==> src/hw/rtl/kct_pkg.sv <==
// kct_pkg: shared types and constants for the keyed counter table.
// No dependencies; used by the interfaces and by keyed_counter_table.

package kct_pkg;

	localparam int KEY_W = 32;
	localparam int OP_W  = 2;
	localparam int TR_W  = 16;

	// operation codes; the spare code behaves as a query
	typedef enum logic [OP_W-1:0] {
		OP_ADD    = 2'd0,
		OP_REMOVE = 2'd1,
		OP_QUERY  = 2'd2
	} op_t;

	typedef enum logic [1:0] {
		ST_CLEAR,
		ST_IDLE,
		ST_SCAN,
		ST_FINISH
	} state_t;

endpackage

==> src/hw/rtl/kct_if.sv <==
// kct_if: valid/ready channel interfaces for the keyed counter table.
// Depends on kct_pkg for field widths.

interface kct_req_if;
	logic                             valid;
	logic                             ready;
	logic [kct_pkg::OP_W-1:0]         operation;
	logic signed [kct_pkg::KEY_W-1:0] serial_number;

	modport source (output valid, output operation, output serial_number, input ready);
	modport sink   (input valid, input operation, input serial_number, output ready);
endinterface

interface kct_rsp_if;
	logic                      valid;
	logic                      ready;
	logic                      found;
	logic [kct_pkg::TR_W-1:0]  times_recycled;
	logic                      table_full;

	modport source (output valid, output found, output times_recycled, output table_full,
		input ready);
	modport sink   (input valid, input found, input times_recycled, input table_full,
		output ready);
endinterface

==> src/hw/rtl/keyed_counter_table.sv <==
// keyed_counter_table: table of distinct 32-bit keys, each with a saturating count.
// Each word is answered by a full linear scan over the single RAM read port;
// no new word is accepted until its scan and finish step are over.
// A new request is taken while the previous result still waits in the output register.
// Reset: asynchronous; afterwards a clearing pass zeroes the RAM,
// during which no request is accepted. Depends on kct_pkg, kct_if, kct_ram.

module keyed_counter_table #(
	parameter int CAPACITY   = 64,
	parameter int COUNT_BITS = 16
) (
	input  logic        clk,
	input  logic        arst_n,
	kct_req_if.sink     req,
	kct_rsp_if.source   rsp
);

	localparam int IDX_W   = $clog2(CAPACITY);
	localparam int CNT_W   = IDX_W + 1;
	localparam int WORD_W  = 1 + kct_pkg::KEY_W + COUNT_BITS;
	localparam int VLD_POS = WORD_W - 1;

	kct_pkg::state_t state_q, state_d;

	logic [CNT_W-1:0]          scan_cnt_q;
	logic                      rd_vld_s1;
	logic [IDX_W-1:0]          rd_idx_s1;
	logic [kct_pkg::OP_W-1:0]  op_q;
	logic [kct_pkg::KEY_W-1:0] key_q;
	logic                      hit_q, free_q;
	logic [IDX_W-1:0]          hit_idx_q, free_idx_q;
	logic [COUNT_BITS-1:0]     hit_cnt_q;

	logic                      rsp_valid_q;
	logic                      rsp_found_q, rsp_full_q;
	logic [kct_pkg::TR_W-1:0]  rsp_times_q;

	logic                      wr_en, rd_en;
	logic [IDX_W-1:0]          wr_addr;
	logic [WORD_W-1:0]         wr_data, rd_data;

	logic                      accept, out_free, finish_go, scan_done;
	logic                      row_valid, row_match;
	logic [kct_pkg::KEY_W-1:0] row_key;
	logic [COUNT_BITS-1:0]     row_cnt, cnt_inc;
	logic                      res_found, res_full;
	logic [kct_pkg::TR_W-1:0]  res_times;

	kct_ram #(
		.WIDTH (WORD_W),
		.DEPTH (CAPACITY)
	) u_ram (
		.clk     (clk),
		.wr_en   (wr_en),
		.wr_addr (wr_addr),
		.wr_data (wr_data),
		.rd_en   (rd_en),
		.rd_addr (scan_cnt_q[IDX_W-1:0]),
		.rd_data (rd_data)
	);

	assign row_valid = rd_data[VLD_POS];
	assign row_key   = rd_data[COUNT_BITS +: kct_pkg::KEY_W];
	assign row_cnt   = rd_data[COUNT_BITS-1:0];
	assign row_match = rd_vld_s1 && row_valid && (row_key == key_q);

	assign accept    = req.valid && req.ready;
	assign out_free  = !rsp_valid_q || rsp.ready;
	assign scan_done = (scan_cnt_q == CNT_W'(CAPACITY)) && !rd_vld_s1;
	assign finish_go = (state_q == kct_pkg::ST_FINISH) && out_free;
	assign cnt_inc   = (&hit_cnt_q) ? hit_cnt_q : hit_cnt_q + COUNT_BITS'(1);

	always_ff @(posedge clk or negedge arst_n) begin
		if (!arst_n) begin
			state_q <= kct_pkg::ST_CLEAR;
		end else begin
			state_q <= state_d;
		end
	end

	// next state, RAM port control and result formation
	always_comb begin
		state_d   = state_q;
		req.ready = 1'b0;
		rd_en     = 1'b0;
		wr_en     = 1'b0;
		wr_addr   = scan_cnt_q[IDX_W-1:0];
		wr_data   = '0;
		res_found = hit_q;
		res_full  = 1'b0;
		res_times = '0;
		unique case (state_q)
			kct_pkg::ST_CLEAR: begin
				wr_en = 1'b1;
				if (scan_cnt_q == CNT_W'(CAPACITY - 1)) begin
					state_d = kct_pkg::ST_IDLE;
				end
			end
			kct_pkg::ST_IDLE: begin
				req.ready = 1'b1;
				if (req.valid) begin
					state_d = kct_pkg::ST_SCAN;
				end
			end
			kct_pkg::ST_SCAN: begin
				rd_en = (scan_cnt_q < CNT_W'(CAPACITY));
				if (scan_done) begin
					state_d = kct_pkg::ST_FINISH;
				end
			end
			kct_pkg::ST_FINISH: begin
				priority if (op_q == kct_pkg::OP_ADD) begin
					if (hit_q) begin
						wr_en     = finish_go;
						wr_addr   = hit_idx_q;
						wr_data   = {1'b1, key_q, cnt_inc};
						res_times = kct_pkg::TR_W'(cnt_inc);
					end else if (free_q) begin
						wr_en   = finish_go;
						wr_addr = free_idx_q;
						wr_data = {1'b1, key_q, COUNT_BITS'(0)};
					end else begin
						res_full = 1'b1;
					end
				end else if (op_q == kct_pkg::OP_REMOVE) begin
					wr_en   = finish_go && hit_q;
					wr_addr = hit_idx_q;
				end else begin
					// query, and the spare code
					if (hit_q) begin
						res_times = kct_pkg::TR_W'(hit_cnt_q);
					end
				end
				if (out_free) begin
					state_d = kct_pkg::ST_IDLE;
				end
			end
			default: state_d = kct_pkg::ST_IDLE;
		endcase
	end

	always_ff @(posedge clk or negedge arst_n) begin
		if (!arst_n) begin
			scan_cnt_q  <= '0;
			rd_vld_s1   <= 1'b0;
			hit_q       <= 1'b0;
			free_q      <= 1'b0;
			rsp_valid_q <= 1'b0;
		end else begin
			rd_vld_s1 <= rd_en;
			if (state_q == kct_pkg::ST_CLEAR) begin
				scan_cnt_q <= scan_cnt_q + CNT_W'(1);
			end else if (accept) begin
				scan_cnt_q <= '0;
			end else if (rd_en) begin
				scan_cnt_q <= scan_cnt_q + CNT_W'(1);
			end
			if (accept) begin
				hit_q  <= 1'b0;
				free_q <= 1'b0;
			end else begin
				if (row_match) begin
					hit_q <= 1'b1;
				end
				// lowest free slot wins
				if (rd_vld_s1 && !row_valid && !free_q) begin
					free_q <= 1'b1;
				end
			end
			if (finish_go) begin
				rsp_valid_q <= 1'b1;
			end else if (rsp.ready) begin
				rsp_valid_q <= 1'b0;
			end
		end
	end

	always_ff @(posedge clk) begin
		rd_idx_s1 <= scan_cnt_q[IDX_W-1:0];
		if (accept) begin
			op_q  <= req.operation;
			key_q <= req.serial_number;
		end
		if (row_match) begin
			hit_idx_q <= rd_idx_s1;
			hit_cnt_q <= row_cnt;
		end
		if (rd_vld_s1 && !row_valid && !free_q) begin
			free_idx_q <= rd_idx_s1;
		end
		if (finish_go) begin
			rsp_found_q <= res_found;
			rsp_times_q <= res_times;
			rsp_full_q  <= res_full;
		end
	end

	assign rsp.valid          = rsp_valid_q;
	assign rsp.found          = rsp_found_q;
	assign rsp.times_recycled = rsp_times_q;
	assign rsp.table_full     = rsp_full_q;

	// no RAM write may land while a scan is reading
	a_no_write_in_scan: assert property (@(posedge clk) disable iff (!arst_n)
		state_q == kct_pkg::ST_SCAN |-> !wr_en)
		else $error("RAM write during scan");

	// trackers start clean for every word
	a_trackers_cleared: assert property (@(posedge clk) disable iff (!arst_n)
		accept |=> !hit_q && !free_q)
		else $error("match trackers not cleared on accept");

	// a result is only produced out of the finish step
	a_rsp_from_finish: assert property (@(posedge clk) disable iff (!arst_n)
		$rose(rsp_valid_q) |-> $past(state_q == kct_pkg::ST_FINISH))
		else $error("result word appeared outside finish");

	a_cnt_bound: assert property (@(posedge clk) disable iff (!arst_n)
		scan_cnt_q <= CNT_W'(CAPACITY))
		else $error("scan counter overran table");

	// a full flag is never paired with a hit
	a_full_no_hit: assert property (@(posedge clk) disable iff (!arst_n)
		rsp_valid_q && rsp_full_q |-> !rsp_found_q)
		else $error("table_full reported on a present key");

endmodule

==> src/hw/rtl/kct_ram.sv <==
// kct_ram: generic simple dual-port RAM, one write and one registered read port.
// No dependencies.

module kct_ram #(
	parameter int WIDTH = 8,
	parameter int DEPTH = 64
) (
	input  logic                     clk,
	input  logic                     wr_en,
	input  logic [$clog2(DEPTH)-1:0] wr_addr,
	input  logic [WIDTH-1:0]         wr_data,
	input  logic                     rd_en,
	input  logic [$clog2(DEPTH)-1:0] rd_addr,
	output logic [WIDTH-1:0]         rd_data
);

	logic [WIDTH-1:0] mem [DEPTH];

	always_ff @(posedge clk) begin
		if (wr_en) begin
			mem[wr_addr] <= wr_data;
		end
		if (rd_en) begin
			rd_data <= mem[rd_addr];
		end
	end

endmodule
==> src/flat_wrapper.sv <==
// flat-port wrapper written by rule: the top's interface ports become plain ports
module keyed_counter_table_flat 
#(
	parameter int CAPACITY   = 64,
	parameter int COUNT_BITS = 16
)
  (clk, arst_n, req_valid, req_operation, req_serial_number, req_ready, rsp_valid, rsp_found, rsp_times_recycled, rsp_table_full, rsp_ready);
  kct_req_if req_i ();
  kct_rsp_if rsp_i ();
  input  logic clk;
  input  logic arst_n;
  input wire logic [$bits(req_i.valid)-1:0] req_valid;
  input wire logic [$bits(req_i.operation)-1:0] req_operation;
  input wire logic [$bits(req_i.serial_number)-1:0] req_serial_number;
  output wire logic [$bits(req_i.ready)-1:0] req_ready;
  output wire logic [$bits(rsp_i.valid)-1:0] rsp_valid;
  output wire logic [$bits(rsp_i.found)-1:0] rsp_found;
  output wire logic [$bits(rsp_i.times_recycled)-1:0] rsp_times_recycled;
  output wire logic [$bits(rsp_i.table_full)-1:0] rsp_table_full;
  input wire logic [$bits(rsp_i.ready)-1:0] rsp_ready;
  assign req_i.valid = req_valid;
  assign req_i.operation = req_operation;
  assign req_i.serial_number = req_serial_number;
  assign req_ready = req_i.ready;
  assign rsp_valid = rsp_i.valid;
  assign rsp_found = rsp_i.found;
  assign rsp_times_recycled = rsp_i.times_recycled;
  assign rsp_table_full = rsp_i.table_full;
  assign rsp_i.ready = rsp_ready;
  keyed_counter_table #(.CAPACITY(CAPACITY), .COUNT_BITS(COUNT_BITS)) u_core (.clk(clk), .arst_n(arst_n), .req(req_i), .rsp(rsp_i));
endmodule
==> config.mk <==
export PLATFORM = sky130hd
export DESIGN_NAME = keyed_counter_table_flat
export DESIGN_NICKNAME = d
export VERILOG_FILES = /design/src/hw/rtl/kct_pkg.sv /design/src/hw/rtl/kct_if.sv /design/src/hw/rtl/keyed_counter_table.sv /design/src/hw/rtl/kct_ram.sv /design/src/flat_wrapper.sv
export SDC_FILE = /design/constraint.sdc
export NUM_CORES = 2
export LEC_CHECK = 0
export BUFFER_PORTS_ARGS = -buffer_cell sky130_fd_sc_hd__clkbuf_2
export CAP_MARGIN = 40
export CORE_ASPECT_RATIO = 1.1
export CORE_MARGIN = 1.5
export CORE_UTILIZATION = 44
export DETAILED_ROUTE_END_ITERATION = 10
export HOLD_SLACK_MARGIN = 0.12
export PLACE_DENSITY_LB_ADDON = 0.25
export SLEW_MARGIN = 15
export SYNTH_ARGS = -nofsm -noshare
export SYNTH_HDL_FRONTEND = slang
export SYNTH_SLANG_ARGS = --single-unit
==> constraint.sdc <==
create_clock -name clk -period 5.45 [get_ports clk]
set_input_delay 0 -clock clk [delete_from_list [all_inputs] [get_ports clk]]
set_output_delay 0 -clock clk [all_outputs]
set_load 0.005 [all_outputs]
* After elaboration in Yosys (flattened, before gate mapping)
Memory sizes are Yosys's and may differ from the RTL's. A register that Yosys moved wholly into a read port is not among the register bits.
Index checks and enable logic that the tools add are counted.
** Storage, ports and cells
- Memory bits (writable) :: 3136
- Word-level logic and storage cells :: 92
- Flip-flop bits (word level) :: 99
- Input port bits :: 38
- Output and inout bits :: 20
- Memories kept :: 1
** Cells by class
- Multiplexer cells :: 38
- Order comparisons :: 1
- Add/sub/neg operators :: 2
- Equality and inequality tests :: 11
- Reductions and logical operators :: 22
- Bitwise operators :: 2
** Memories
- u_core.u_ram.mem :: depth 64, width 49, read ports 1, clocked after Yosys merged registers in 1, wr ports 1, RTL line kct_ram.sv:17 : logic [WIDTH-1:0] mem [DEPTH];
** Operator list (number)
- $mux 49 :: 4
- $mux 16 :: 5
- $eq 32x32->1 :: 1
- $mux 6 :: 5
- $mux 7 :: 3
- $add 16x1->16 const B :: 1
- $reduce_and 16->1 :: 1
- $mux 1 :: 15
- $logic_and 1x1->1 :: 8
- $mux 2 :: 4
- $pmux 2 s4 :: 1
- $add 7x1->7 const B :: 1
- $eq 7x6->1 const B :: 1
- $eq 7x7->1 const B :: 1
- $lt 7x7->1 const B :: 1
- $ne 2x1->1 const B :: 3
- $reduce_bool 2->1 :: 3
- $eq 2x1->1 const B :: 2
- $eq 2x2->1 const B :: 2
- $logic_not 1->1 :: 4
- $logic_not 2->1 :: 2
- $reduce_and 4->1 :: 1
- $reduce_bool 3->1 :: 1
- $reduce_or 3->1 :: 1
- other kinds (4) :: 5

* Logic depth before layout (Yosys ltp)
- Depth after elaboration :: 9
- Depth in mapped cells :: 12
- Depth with buffers taken out :: 8

* Hierarchy
From an unflattened synthesis, not the netlist that was laid out.
** Unflattened totals
- Cell total of the unflattened synthesis :: 5696
- Area total of the unflattened synthesis :: 125300.2 sq um
** By module, submodules not included
- kct_ram :: instances 1, area an instance 120483.1 sq um, seq. area each 95641.7 sq um, cells each 5283
- keyed_counter_table :: instances 1, area an instance 4817.1 sq um, seq. area each 2847.7 sq um, cells each 413

* Least setup slack after synthesis
OpenSTA, ideal clock, no wires.
- Path kind :: register to register
- Start point :: register u_core.state_q[0]
- End point :: memory u_core.u_ram.mem[38][0] (netlist bit), enable pin
- Setup slack :: -435 ps
- Data required time :: 4934 ps
- Clock period less this slack :: 5885 ps
- Setup time :: 516 ps
- Stages on the path, launching flop included :: 9
- Data arrival time :: 5369 ps
- Path buffers :: 2
- Cell sequence :: dfrtp_1 > ha_1 > nor2b_1 > buf_2 > mux2i_1 > nor3_1 > a211o_1 > clkbuf_1 > nor3_1
** On the way
- Cells in the longest elaborated chain, start to end :: 8
- Elaborated cells on any way between the ends :: 12
- Those cells by class :: 1 x eq/ne; 8 x mux; 3 x reduce/logical
** RTL lines
- start: declaration :: RTL line keyed_counter_table.sv:23 : kct_pkg::state_t state_q, state_d;
- start signal: assignment :: RTL line keyed_counter_table.sv:75 : state_q <= kct_pkg::ST_CLEAR;
- start signal: assignment :: RTL line keyed_counter_table.sv:77 : state_q <= state_d;
- $eq 2x2->1 :: RTL line keyed_counter_table.sv:70, keyed_counter_table.sv:92
- $logic_and 1x1->1 :: RTL line keyed_counter_table.sv:70 : assign finish_go = (state_q == kct_pkg::ST_FINISH) && out_free;
- $mux 1 or $logic_and 1x1->1 (tied branches) :: RTL line keyed_counter_table.sv:118, keyed_counter_table.sv:126
- $mux 1, on equally long branches :: RTL line keyed_counter_table.sv:113, keyed_counter_table.sv:125
- $mux 1 :: RTL line keyed_counter_table.sv:112 : priority if (op_q == kct_pkg::OP_ADD) begin
- $pmux 1 s2 :: RTL line keyed_counter_table.sv:92 : unique case (state_q)
- $mux 1 :: RTL line kct_ram.sv:20 : if (wr_en) begin
- $mux 1 (implied by the code) :: RTL line kct_ram.sv:21 : mem[wr_addr] <= wr_data;
- end: declaration :: RTL line kct_ram.sv:17
Parallel ways exist; a longest one is shown, timed or not.

* Worst setup path in the final report
- Start point :: register u_core.state_q[0]
- End point :: memory u_core.u_ram.mem[52][4] (netlist bit), enable pin
The elaborated chain is that of the path after synthesis.

==> results.py <==
metrics = {
    "global_routing": {
        "antenna_found_initial": 12,
        "use_met2_pct": 38.2,
        "grt-busiest-layer": "met2",
        "met3_usage_pct": 4.30,
        "overflow": 0,
        "grt_pass1_wl_um": 474000,
        "grt_pass1_vias": 61413,
        "grt_max_degree": 126,
        "use_met1_pct": 32.6,
        "grt_usage_pct": 23.5,
    },
    "clock_tree": {
        "clkSinkCount": 3284,
        "cts_setup_buffers": 0,
        "ctsResizeCount": 0,
        "clk_pin_slew_ns": 0.06,
        "root_buffer": "clkbuf_16",
        "cts-htree-levels": 5,
        "tritoncts": "done",
        "clock_latency_ns": 0.88,
        "cts_hold_buffers": 73,
        "cts_buffers": 329,
        "clockBufferDepth": 4,
    },
    "synthesis": {
        "syn-num-nets": 5471,
        "synth_area_um2": 124000,
        "synth_edf_count": 3265,
        "synth-main-ff-cell": "edfxtp_1",
        "synth-seq-cells": 3284,
        "yosysMostFrequentCell": "edfxtp_1",
        "yosysSeqAreaShare_pct": 79.1,
        "synth_area_leaders": "edfxtp_1 79%, mux4_2 14%, a22oi_1 2.2%",
        "ys_warn_count": 0,
        "synthCells": 5425,
        "ys_async_sr_fraction_pct": 0.396,
        "synth_cell_type_count": 60,
        "synthTopCellsByCount": "3265 x edfxtp_1, 785 x mux4_2, 358 x a22oi_1",
        "yosysTopAreaCell": "edfxtp_1",
        "synth.avg_cell_area_um2": 22.9,
        "synth_top_area_share_pct": 78.8,
    },
    "timing": {
        "worst_slack_ns": 1.36,
        "fin_crit_ns": 4.09,
        "finalCritPeriodShare_pct": 75.1,
        "relSlewSlack_pct": 36.6,
        "maxClockFrequency_mhz": 244,
        "skew_ns": 0.0533,
        "setup_viol": 0,
        "tightest_slew_ns": 0.951,
        "rsz0062_at_grt": "false",
        "hold_viol": 0,
        "slew_viol_final": 0,
    },
    "min_path": {
        "hold_path.class": "in2async",
    },
    "floorplanning": {
        "dieArea_um2": 286000,
        "rows": 204,
        "core_area_um2": 281000,
        "io_pins": 58,
        "fp.dieH_um": 561,
        "start_util_pct": 44.3,
        "fp.dieW_um": 510,
    },
    "route": {
        "num_vias": 61055,
        "drc_errors": 0,
        "wl_um": 338000,
        "via_per_inst": 6.20,
        "first_pass_iters": 8,
        "drt_iter0_markers": 7856,
        "ant_nets": 0,
        "wl_per_cell_um": 34.3,
    },
    "outcome": {
        "outcome": "finished, final reports clean",
    },
    "place": {
        "dpl.hpwl_um": 192000,
        "port-buffer-count": 57,
        "gp_congestion": 0.826,
        "dp_slack_ns": 1.43,
    },
    "critical_path": {
        "cp_slowest_cell": "buf_4",
        "critical_path_arrival_ns": 4.55,
        "worstPathMaxFanout": 38,
        "cp.required_ns": 5.91,
        "end_kind": "flip-flop",
        "setup.worst_path.start_class": "flip-flop",
        "criticalPathCategory": "reg2reg",
        "cp_cell_sequence": "ha_1, nor2b_1, a32o_1, nand4_1, nor3_2, buf_4",
        "worst_path_largest_cell_delay_ns": 0.70,
    },
    "power": {
        "power_density_nw_per_um2": 474,
        "cellLeakagePower_nw": 45.5,
        "total_power_mw": 67.6,
        "ir_worst_vdd_uv": 332,
    },
    "finish": {
        "drive_above_1_share_pct": 27.6,
        "fillers": 21746,
        "nets": 5940,
        "area_delta_synth_final_pct": 14.5,
    },
    "job": {
        "drv_cap": 0,
    },
}
==> cell families after synthesis <==
kind of cell / count (synthesis) / synth area share [%]
adders and majority gates: 8 / 0.0804
AOI/OAI and AO/OA: 642 / 3.45
buffers and inverters: 322 / 1.24
muxes: 810 / 14.4
and+or+nand+nor: 311 / 1.38
DFF: 3284 / 79.1
xor gates and xnor gates: 48 / 0.338
==> report_power, final <==
group	total, mW	internal (mW)	switching (mW)
sequential	29.1	28.6	0.498
combinational	16.9	7.20	9.72
clock	21.5	12.2	9.34
==> final cells by class <==
cell class                      instances  area, µm²  share of cell area, %
Clock inverter                        162       1420                  0.997
Sequential cell                      3284      98500                   69.1
Tap cell                             3708       4640                   3.26
Clock buffer                          408       8640                   6.06
Multi-Input combinational cell       1819      25100                   17.6
Inverter                               15       57.6                 0.0404
Antenna cell                            3       7.51                0.00527
Timing Repair Buffer                  445       4170                   2.93
==> per-stage QoR <==
stage / instance area [µm²] / hold WS [ns] / utilization, % / cells / setup TNS, ns
after floorplan: 125000 / -0.296 / - / 5425 / -483.56
after global placement: 131000 / -0.0412 / 46.7 / 9170 / 0
after detailed placement: 132000 / -0.0427 / 46.8 / 9193 / 0
after CTS: 142000 / 0.264 / 50.7 / 9836 / 0
after global routing: 143000 / 0.346 / 50.7 / 9843 / 0
final: 143000 / 0.293 / 50.7 / 9844 / 0
==> path summary, 6_finish.rpt <==
path,startpoint,endpoint,slack [ns],cells after the start
min reg2reg,u_core.u_ram.rd_data[0]$_DFFE_PP_,u_core.hit_cnt_q[0]$_DFFE_PP_,0.41,0
min,arst_n,u_core.rsp.valid$_DFFE_PN0P_,0.29,3
max reg2reg,u_core.state_q[0]$_DFFE_PN0P_,u_core.u_ram.mem[52][4]$_DFFE_PP_,1.36,6
max,u_core.state_q[0]$_DFFE_PN0P_,u_core.u_ram.mem[52][4]$_DFFE_PP_,1.36,6
max in group asynchronous,arst_n,u_core.scan_cnt_q[1]$_DFFE_PN0P_,4.57,3
min in group clk,req_serial_number[17],u_core.key_q[17]$_DFFE_PP_,0.37,3
==> cell usage in the layout (no fill, tap or decap), drive strengths merged, types with 14 or more instances in the layout <==
cell         instances
edfxtp            3265
mux4               785
clkbuf             466
a22oi              358
buf                314
a21oi              194
clkinv             127
dlygate4sd3         73
nor3                53
nor2                52
or4                 44
xor2                39
and2                38
nand2               37
o21ai               28
mux2i               21
inv                 21
bufinv              20
nand3               19
nand4               14
nor2b               14
==> flip-flops by register name (all words and copies together) (netlist names), 2 cells and up <==
register,cells
u_core.u_ram.mem,3136
u_core.u_ram.rd_data,49
u_core.key_q,32
u_core.hit_cnt_q,16
u_core.rsp.times_recycled,16
u_core.scan_cnt_q,7
u_core.free_idx_q,6
u_core.hit_idx_q,6
u_core.rd_idx_s1,6
u_core.op_q,2
u_core.state_q,2
==> metal layers <==
metal	vias up	share of wire, %
li1	24278	-
met1	33409	40
met2	2854	49
met3	510	8.2
met4	4	3.2
met5	-	0.0077
==> critical path: cells and delay by family (launching register included) <==
family                   cells  cell delay (ns)
buffers and inverters        1             0.70
flip-flops                   1             0.43
AND/OR/NAND/NOR              3             1.77
adder cells (fa/ha/maj)      1             0.34
AO/OA/AOI/OAI                1             0.34
Note: power is estimated with default switching activity, not from simulation.
